### config.mk
export PLATFORM = sky130hd
export DESIGN_NAME = dotq_ctrl
export DESIGN_NICKNAME = d
export VERILOG_FILES = /design/src/rtl/deadline_ordered_timer_queue_macros.svh /design/src/rtl/dotq_pkg.sv /design/src/rtl/dotq_ctrl.sv
export SDC_FILE = /design/constraint.sdc
export NUM_CORES = 1
export LEC_CHECK = 0
export ABC_AREA = 1
export BUFFER_PORTS_ARGS = -buffer_cell sky130_fd_sc_hd__buf_2
export CORE_AREA = 8 8 45 47
export CTS_CLUSTER_DIAMETER = 150
export DETAILED_ROUTE_END_ITERATION = 10
export DIE_AREA = 0 0 53 55
export GPL_ROUTABILITY_DRIVEN = 0
export GPL_TIMING_DRIVEN = 0
export HOLD_SLACK_MARGIN = 0.05
export PLACE_DENSITY_LB_ADDON = 0.2
export SLEW_MARGIN = 20
export SYNTH_ARGS = -nofsm -noshare
export SYNTH_HDL_FRONTEND = slang
export SYNTH_SLANG_ARGS = --single-unit
### constraint.sdc
create_clock -name clk -period 2.97 [get_ports clk]
set_clock_uncertainty 0.15 [all_clocks]
set_input_delay 0.4455 -clock clk [delete_from_list [all_inputs] [get_ports clk]]
set_output_delay 0.4455 -clock clk [all_outputs]
set_load 0.02 [all_outputs]
### src/rtl/deadline_ordered_timer_queue_macros.svh
// ----------------------------------------------------------------------------
// Assertion macros for the timer queue
// Concurrent checks on clk, disabled while rst_n is low; empty for synthesis.
// ----------------------------------------------------------------------------
`ifndef DEADLINE_ORDERED_TIMER_QUEUE_MACROS_SVH
`define DEADLINE_ORDERED_TIMER_QUEUE_MACROS_SVH

`ifndef SYNTHESIS
// prop must hold at every clock edge outside reset
`define DOTQ_ASSERT(lbl, prop, msg) \
    lbl: assert property (@(posedge clk) disable iff (!rst_n) (prop)) else $error(msg);
// cond must never be true outside reset
`define DOTQ_NEVER(lbl, cond, msg) \
    `DOTQ_ASSERT(lbl, !(cond), msg)
`else
`define DOTQ_ASSERT(lbl, prop, msg)
`define DOTQ_NEVER(lbl, cond, msg)
`endif

`endif

### src/rtl/dotq_pkg.sv
// ----------------------------------------------------------------------------
// dotq_pkg
// Shared types and constants of the deadline ordered timer queue.
// ----------------------------------------------------------------------------
`timescale 1ns / 1ps

package dotq_pkg;

    localparam int MAX_HANDLES = 64;
    localparam int SLOTS       = MAX_HANDLES - 1;
    localparam int HW          = 6;   // handle width
    localparam int TW          = 48;  // time width
    localparam int IW          = 32;  // interval width
    localparam int CW          = 6;   // slot count width

    typedef enum logic [1:0] {
        CMD_SCHED  = 2'd0,
        CMD_CANCEL = 2'd1,
        CMD_TICK   = 2'd2,
        CMD_UNUSED = 2'd3
    } cmd_t;

    typedef enum logic [1:0] {
        STS_OK   = 2'd0,
        STS_FULL = 2'd1,
        STS_BAD  = 2'd2,
        STS_RSVD = 2'd3
    } sts_t;

    typedef enum logic [2:0] {
        ST_IDLE,
        ST_SCHED,
        ST_FIND,
        ST_REMOVE,
        ST_POP,
        ST_NOP
    } state_t;

    typedef enum logic [2:0] {
        OP_NONE,
        OP_INSERT,
        OP_MATCH,
        OP_REMOVE,
        OP_POP,
        OP_NOP
    } op_t;

    typedef struct packed {
        logic accept;   // latch input transaction
        logic is_tick;  // accepted transaction is a tick
        op_t  op;
    } ctl_cmd_t;

    typedef struct packed {
        logic out_free;  // output register can take a result
        logic head_exp;  // head entry has expired
        logic next_exp;  // second entry has expired too
    } dp_sts_t;

endpackage

### src/rtl/dotq_ctrl.sv
// ----------------------------------------------------------------------------
// dotq_ctrl
// Command sequencer: accepts a transaction and steps the datapath.
// ----------------------------------------------------------------------------
`timescale 1ns / 1ps

module dotq_ctrl
    import dotq_pkg::*;
(
    input  logic      clk,
    input  logic      rst_n,
    input  logic      in_valid,
    output logic      in_ready,
    input  logic [1:0] in_cmd,
    input  dp_sts_t   sts,
    output ctl_cmd_t  cmd
);

    state_t state_reg, state_next;

    always_ff @(posedge clk or negedge rst_n)
    begin
        if (!rst_n)
            state_reg <= ST_IDLE;
        else
            state_reg <= state_next;
    end

    always_comb
    begin
        state_next  = state_reg;
        in_ready    = 1'b0;
        cmd.accept  = 1'b0;
        cmd.is_tick = 1'b0;
        cmd.op      = OP_NONE;
        case (state_reg)
            ST_IDLE:
            begin
                in_ready = 1'b1;
                if (in_valid)
                begin
                    cmd.accept  = 1'b1;
                    cmd.is_tick = (in_cmd == CMD_TICK);
                    case (in_cmd)
                        CMD_SCHED:  state_next = ST_SCHED;
                        CMD_CANCEL: state_next = ST_FIND;
                        CMD_TICK:   state_next = ST_POP;
                        default:    state_next = ST_NOP;
                    endcase
                end
            end
            ST_SCHED:
            begin
                if (sts.out_free)
                begin
                    cmd.op     = OP_INSERT;
                    state_next = ST_IDLE;
                end
            end
            ST_FIND:
            begin
                cmd.op     = OP_MATCH;
                state_next = ST_REMOVE;
            end
            ST_REMOVE:
            begin
                if (sts.out_free)
                begin
                    cmd.op     = OP_REMOVE;
                    state_next = ST_IDLE;
                end
            end
            ST_POP:
            begin
                if (sts.out_free)
                begin
                    cmd.op = OP_POP;
                    if (!(sts.head_exp && sts.next_exp))
                        state_next = ST_IDLE;
                end
            end
            ST_NOP:
            begin
                if (sts.out_free)
                begin
                    cmd.op     = OP_NOP;
                    state_next = ST_IDLE;
                end
            end
            default:
                state_next = ST_IDLE;
        endcase
    end

endmodule

## Word level (Yosys, flattened, before mapping)

Index checks and enable logic that the tools add are counted.

- Muxes and demuxes: 14
- Div/mod/pow operators: 0
- Add/sub/neg operators: 0
- Shift operators: 0
- Multipliers: 0
- Order comparisons: 0
- Reductions and logical operators: 5
- Bitwise logic cells: 0
- Eq/ne operators: 11

Operators with widths:

| kind | count |
|---|---|
| 3-bit 2-to-1 mux | 6 |
| 3-bit case mux with 5 select lines | 1 |
| 3-bit case mux with 4 select lines | 1 |
| 3-bit case mux with 3 select lines | 1 |
| 3-bit by 2-bit == test with 1-bit output, second input constant | 2 |
| 3-bit == test, second input constant | 2 |
| 2-bit 2-to-1 mux | 3 |
| 2-bit != test, second input constant | 3 |
| 4-bit AND reduction | 1 |
| 3-bit by 1-bit == test with 1-bit output, second input constant | 1 |
| 3-bit zero test | 1 |
| 3-bit OR reduction | 1 |
| 2-bit by 1-bit == test with 1-bit output, second input constant | 1 |
| 2-bit == test, second input constant | 1 |
| 2-bit zero test | 1 |
| 1-bit 2-to-1 mux | 2 |
| 2-bit by 1-bit != test with 1-bit output, second input constant | 1 |
| 1-bit logical AND | 1 |

- Memories kept: 0
- Output and inout port bits: 6
- Input port bits: 8
- Bits in read-only memories: 0
- Latch bits: 0
- Word-level logic and storage cells: 31
- Register bits: 3
- RAM bits: 0

## Depth between registers and ports, before layout

Gate-level depths: netlist of the first run.

- Depth in word-level cells: 4
- Gate-level depth with buffers: 6
- Depth with buffers taken out: 6

## Least setup slack after synthesis of the first run

OpenSTA, ideal clock, no wires.

- Path type: reg-to-output
- From: register state_reg[1]
- To: output port cmd[1] (netlist name)
- Required time: 2.375 ns
- Cell stages (with the launch flop): 3
- Path buffers: 0
- Setup slack: 1.289 ns
- Data arrival time: 1.085 ns
- Path through: dfrtp_1 -> inv_1 -> a211oi_1

RTL lines:

| item | line | text |
|---|---|---|
| start: declaration | dotq_ctrl.sv:19 | `state_t state_reg, state_next;` |
| start signal: assignment | dotq_ctrl.sv:26 | `state_reg <= state_next;` |
| end: declaration | dotq_ctrl.sv:16 | `output ctl_cmd_t cmd` |

==> results by group, run 1 <==
Run status
  – Status: finished, final reports clean

Power and ir drop
  – Pwr Total: 381 uW
  – Worst vdd ir: 148 uV
  – Pwr/cell area: 865 nW/um^2
  – Lkg Pwr: 0.000264 uW

Cells and area
  – Share of cells above drive strength 1: 35.9%
  – Area growth syn-to-layout: 38.0%
  – Antenna diodes: 0
  – Max FFs per register: 3
  – Register Area: 75.1 um^2
  – Multi-input gate area: 210 um^2
  – Number of fill cells: 166
  – Nets: 76

Detailed routing
  – DR WL/cell: 8.95 um
  – Pre-antenna DRT Iters: 3
  – # DRC: 0
  – Routed vias/inst: 4.29
  – Detailed-route via count: 343
  – 1st-iter DRT viols: 4
  – Wirelength, routed: 716 um
  – Final ANT Viol Nets: 0

Synthesis
  – Main flop type after synthesis: dfrtp_1
  – Yosys reg bits: 3
  – YS warnings: 0
  – EDFF count, synth: 0
  – Syn avg cell area: 6.94 um^2
  – Synth cell types: 15
  – Top post-synthesis cells by count: nand2_1, inv_1, nor2_1, nand3_2
  – Synth top area cells: dfrtp_1, nand3_2, ha_1
  – Sequential area share after synthesis: 23.5%
  – Synth Cell Area: 319 um^2
  – Asr flop ratio synth: 100%
  – Count leader, synth: nand2_1
  – Syn_nets: 57
  – Synth top area share: 23.5%
  – Yosys top cell by area: dfrtp_1
  – Post-Synthesis Cells: 46

Clock network
  – TritonCTS clock tree: yes
  – Cts bufs inserted: 3
  – CTS Buffer Depth: 2
  – Clock latency on the worst-skew pair: 230 ps
  – Clk slew on worst S/H paths: 40 ps
  – H-tree Lvls: 1
  – Root buf cell: clkbuf_4
  – CTS Sinks: 3

Critical path
  – WP data arrival: 1260 ps
  – CP max FO: 7
  – Crit-path slowest cell: dfrtp_1
  – Worst setup path start: state_reg[1]
  – Required time worst endpoint: 2370 ps
  – CP Class: flop to output port
  – Reg-to-Reg End: state_reg[2]
  – R2R Setup Slk: 1730 ps
  – Crit. End Element: output port
  – Worst Setup EP: cmd[3]
  – Crit path largest cell delay: 460 ps
  – Reg2reg start: state_reg[1]
  – FF-to-FF path depth: 5
  – Crit path cell chain: nor2_4 -> nand2_1 -> nor2_1 -> buf_2
  – Startpoint types: flop

Die
  – Row cnt: 14
  – Initial core utilization: 23.1%
  – Die Y: 55 um
  – Die area: 2920 um^2
  – IO Count: 14
  – Die W: 53 um
  – Core Region: 1380 um^2

GRT
  – Initial antenna violation count: 0
  – Largest net degree at the start of global routing: 8
  – Number of global-route vias before repair: 331
  – Global router's overall resource usage: 5.30%
  – Global-route wire length before repair: 1190 um
  – GRT Residual Overflow: 0

Flow run
  – Max Cap Violations: 0

Timing
  – Final period util: 62.4%
  – Post-route setup TNS: 0 ps
  – Slew HR: 81.8%
  – Unrepaired setup endpoints after global routing: no
  – Fmax: 540 MHz
  – Actual slew at the worst max-slew pin: 272 ps
  – Crit path time final: 1850 ps
  – Endpoints failing hold: 0
  – Setup violations, final: 0
  – Final Max Tran Viols: 0

Place
  – Detail Placement HPWL: 596 um
  – IO Port Bufs: 13

Hold path
  – Min-Delay Path Class: primary input to async pin
-- where the power goes --
group	leakage, uW	switching (uW)	internal, uW
clock	0.0000150	20.8	50.3
combinational	0.000210	143	76.6
sequential	0.0000389	32.2	58.8
total	0.000264	195	186
-- kinds of logic (layout without fill, tap and decap cells) --
logic type / Yosys count / after routing / synth area share [%]
buf+inv: 9 / 27 / 10.6
simple gates: 29 / 29 / 49.4
fa+ha+maj: 3 / 3 / 11.8
flops: 3 / 3 / 23.5
compound gates: 2 / 2 / 4.71
-- how the worst min path moves through the flow --
stage                     startpoint           end  depth (start not counted)
after CTS                      rst_n  state_reg[2]                          2
after global routing           rst_n  state_reg[2]                          2
after detailed placement       rst_n  state_reg[1]                          1
after floorplan                rst_n  state_reg[0]                          0
after global placement         rst_n  state_reg[0]                          1
final                          rst_n  state_reg[2]                          2
-- layer usage --
metal | wire [um] | vias up | GRT usage (%) | share of wire (%)
met5 | 0 | - | 0 | 0
met4 | 17 | 0 | 4.74 | 2.4
met3 | 46 | 2 | 1.34 | 6.4
met2 | 354 | 8 | 9.38 | 49
met1 | 299 | 145 | 5.02 | 42
li1 | - | 188 | - | -
-- cells in the final DEF (no fill, tap or decap) --
cell type | synthesis | layout
nand3_1 | 2 | 2
a211oi_1 | 1 | 1
buf_2 | 0 | 13
dlygate4sd3_1 | 0 | 1
clkbuf_4 | 0 | 3
o211ai_1 | 1 | 1
ha_1 | 3 | 3
nand2_1 | 10 | 10
dfrtp_1 | 3 | 3
nand4_1 | 3 | 3
clkbuf_1 | 0 | 1
nor2_1 | 6 | 6
nor2_4 | 1 | 1
nand2_2 | 1 | 1
nor3_1 | 1 | 1
inv_2 | 1 | 1
nand3_2 | 4 | 4
inv_1 | 8 | 8
and3_1 | 1 | 1
-- through the flow --
step	utilization [%]	instance area (um^2)	instances	setup WS, ps	hold slack, ps
detailed placement	29.2	404	75	1300	91.8
floorplan	-	319	46	1290	-0.0911
global placement	29.2	404	75	1310	91.2
CTS	31.8	440	80	1100	383
finish	31.8	440	80	1120	382
global route	31.8	440	80	1020	406
-- final cells by class --
type | instances | share of cell area (%)
well taps | 16 | 4.55
flip-flops and latches | 3 | 17.0
clock buffers | 4 | 5.97
multi-input cells | 34 | 47.7
repair buffers | 14 | 17.0
inverters | 9 | 7.67
-- worst max-delay path, delay by kind of cell (launching register included) --
kind | cells | cell delay [ps]
flip-flops | 1 | 460
buffers and inverters | 1 | 160
AND/OR/NAND/NOR | 3 | 400
-- repair_timing --
| item | 4_1_cts | 5_1_grt |
|---|---|---|
| resized for setup | 0 | 0 |
| hold endpoints to repair | 3 | 0 |
| hold buffers | 1 | 0 |
| setup buffers | 0 | 0 |
Note: power is estimated with default switching activity, not from simulation.
==> run 2: changes to the inputs <==
--- a/config.mk
+++ b/config.mk
@@ -5,7 +5,7 @@
 export SDC_FILE = /design/constraint.sdc
 export NUM_CORES = 1
 export LEC_CHECK = 0
-export ABC_AREA = 1
+export ABC_AREA = 0
 export BUFFER_PORTS_ARGS = -buffer_cell sky130_fd_sc_hd__buf_2
 export CORE_AREA = 8 8 45 47
 export CTS_CLUSTER_DIAMETER = 150
==> constraint.sdc (replaced) <==
create_clock -name clk -period 1.5 [get_ports clk]
set_clock_uncertainty 0.15 [all_clocks]
set_input_delay 0.225 -clock clk [delete_from_list [all_inputs] [get_ports clk]]
set_output_delay 0.225 -clock clk [all_outputs]
set_load 0.02 [all_outputs]
==> run 2 against run 1 <==
Against the previous run: the flow now finishes with violations (setup timing); highest routed layer unchanged; sequential power grew 110%; non-clock buffer count grew 4; cell count down 18%; flip-flop and latch count unchanged; worst hold slack lost 230 ps; critical endpoint unchanged.
==> results by group, run 2 <==
Synthesis
  – Synth cell types: 16 (+1)
  – Synth top area cells: dfrtp_1, ha_1, nor4b_4
  – Count leader, synth: inv_1
  – Main flop type after synthesis: dfrtp_1
  – Syn_nets: 40 (-30%)
  – Asr flop ratio synth: 100% (unchanged)
  – Sequential area share after synthesis: 30.6% (+7.1 points)
  – Syn avg cell area: 8.46 um^2 (+22%)
  – Yosys reg bits: 3 (unchanged)
  – Top post-synthesis cells by count: inv_1, dfrtp_1, ha_1, nand2_1
  – Synth Cell Area: 245 um^2 (-23%)
  – Synth top area share: 30.6% (+7.1 points)
  – YS warnings: 0 (unchanged)
  – EDFF count, synth: 0 (unchanged)
  – Post-Synthesis Cells: 29 (-37%)
  – Yosys top cell by area: dfrtp_1

GRT
  – Largest net degree at the start of global routing: 9 (+1)
  – Global-route wire length before repair: 1290 um (+8.8%)
  – Global router's overall resource usage: 6.29% (+0.99 points)
  – Initial antenna violation count: 0 (unchanged)
  – GRT Residual Overflow: 0 (unchanged)
  – Number of global-route vias before repair: 307 (-7.3%)

Critical path
  – Crit. End Element: output port
  – Crit-path slowest cell: dfrtp_2
  – Crit path cell chain: nor4b_4 -> and2_4 -> buf_6
  – Required time worst endpoint: 1120 ps (-1250 ps)
  – CP Class: flop to output port
  – WP data arrival: 1300 ps (+40 ps)
  – R2R Setup Slk: 160 ps (-1570 ps)
  – Crit path largest cell delay: 430 ps (-30 ps)
  – CP max FO: 3 (-4)
  – Startpoint types: flop

Timing
  – Fin Hold WS: 154 ps (-228 ps)
  – Unrepaired setup endpoints after global routing: yes
  – Final period util: 111%
  – Final Max Tran Viols: 0 (unchanged)
  – Crit path time final: 1670 ps
  – Final worst slack: -170 ps (-1290 ps)
  – Fmax: 599 MHz
  – Endpoints failing hold: 0 (unchanged)
  – Setup violations, final: 4 (+4)
  – Actual slew at the worst max-slew pin: 257 ps (-15.7 ps)
  – Slew HR: 82.8% (+0.97 points)

Place
  – Post-placement worst setup slack: -5.01 ps (-1300 ps)
  – Placed instance count: 58 (-23%)
  – IO Port Bufs: 13 (unchanged)
  – Post-DP Area: 330 um^2 (-18%)

Detailed routing
  – # DRC: 0 (unchanged)
  – DR WL/cell: 11.7 um (+31%)
  – Pre-antenna DRT Iters: 3 (unchanged)
  – Routed vias/inst: 4.33 (+1.1%)
  – 1st-iter DRT viols: 6 (+2)
  – Final ANT Viol Nets: 0 (unchanged)
  – Detailed-route via count: 286 (-17%)
  – Wirelength, routed: 772 um (+7.8%)

Run status
  – Status: complete, but fails checks
  – Violated checks: setup timing

Die
  – Die Y: 55 um (unchanged)
  – IO Count: 14 (unchanged)
  – Initial core utilization: 17.7% (-5.3 points)
  – Die W: 53 um (unchanged)
  – Die area: 2920 um^2 (unchanged)
  – Row cnt: 14 (unchanged)
  – Core Region: 1380 um^2 (unchanged)

Hold path
  – Min-Delay Path Class: primary input to async pin

Power and ir drop
  – Pwr Total: 782 uW (+110%)
  – Worst vdd ir: 454 uV (+210%)
  – Lkg Pwr: 0.000222 uW (-16%)
  – Pwr/cell area: 1790 nW/um^2 (+110%)

Clock network
  – Clk slew on worst S/H paths: 40 ps (about the same)
  – Cts bufs inserted: 3 (unchanged)
  – H-tree Lvls: 1 (unchanged)
  – TritonCTS clock tree: yes
  – Clock latency on the worst-skew pair: 240 ps (about the same)
  – Root buf cell: clkbuf_4
  – CTS Sinks: 3 (unchanged)
  – CTS Buffer Depth: 2 (unchanged)

Cells and area
  – Area growth syn-to-layout: 78.1%
  – Highest-count cells in the layout ignoring fill and taps: buf_2, buf_4, inv_1, buf_6
  – Post-Layout Cell Count: 66 (-18%)
  – Max FFs per register: 3 (unchanged)
  – Nets: 62 (-18%)
  – Share of cells above drive strength 1: 58.0% (+22 points)
  – Antenna diodes: 0 (unchanged)
  – Commonest non-fill, non-tap cell in the layout: buf_2
  – Design area: 437 um^2 (-0.85%)

Flow run
  – Max Cap Violations: 0 (unchanged)
==> run 2: cell types whose count changed after synthesis, sizes merged, moves of 2 or more <==
cell / change
nand2: -8
nand3: -6
nor2: -5
inv: -4
nand4: -3
o21ai: +3
a21oi: +2
==> run 2: layout make-up <==
type / instances / area [um^2]
Fill cell: 152 / 947
Multi-Input combinational cell: 20 / 158
Timing Repair Buffer: 18 / 133
Sequential cell: 3 / 78.8
Clock buffer: 4 / 26.3
Inverter: 5 / 21.3
Tap cell: 16 / 20.0
==> run 2: cell families (layout without fill, tap and decap cells) <==
logic type / count (synthesis) / count (layout) / synth area share, %
simple gates: 9 / 9 / 25.0
compound gates: 8 / 8 / 19.4
buf+inv: 6 / 27 / 9.69
fa+ha+maj: 3 / 3 / 15.3
flops: 3 / 3 / 30.6
==> run 2: power by group <==
group,internal [uW],leakage (uW),total [uW],switching (uW)
logic,223,0.000172,444,221
clock network,100,0.0000150,147,47.2
registers,123,0.0000345,190,66.5
==> run 2: path summary, 6_finish.rpt <==
path                              start            to  cells after the start
setup / recovery           state_reg[1]        cmd[3]                      3
hold / removal                    rst_n  state_reg[0]                      2
setup reg to reg           state_reg[1]  state_reg[0]                      5
hold reg to reg            state_reg[2]  state_reg[1]                      1
max in group asynchronous         rst_n  state_reg[2]                      2
min in group clk               in_valid  state_reg[1]                      3
==> run 2: routing by layer <==
metal | vias to the layer above | GRT usage [%] | routed length [um]
li1 | 139 | - | -
met1 | 131 | 6.56 | 314
met2 | 11 | 8.59 | 367
met3 | 5 | 3.48 | 63
met4 | 0 | 6.47 | 27
met5 | - | 0 | 0
==> run 2: timing repair <==
action	CTS	global route
gates resized for setup	14	4
buffers inserted	3	1
pin swaps	3	3
hold buffers	1	0
endpoints found under the setup margin	6	6
endpoints found under the hold margin	3	0
==> run 2: worst max-delay path, delay by kind of cell (launching register included) <==
kind,cells,cell delay [ps]
flip-flops,1,430
AND/OR/NAND/NOR,2,530
buffers and inverters,1,110
==> run 2: metrics by stage <==
stage | TNS [ps] | utilization [%]
after floorplan | -42.7 | -
after global placement | -34.6 | 23.9
after detailed placement | -5.01 | 23.9
after CTS | -436 | 30.1
after global routing | -718 | 31.6
final | -309 | 31.6
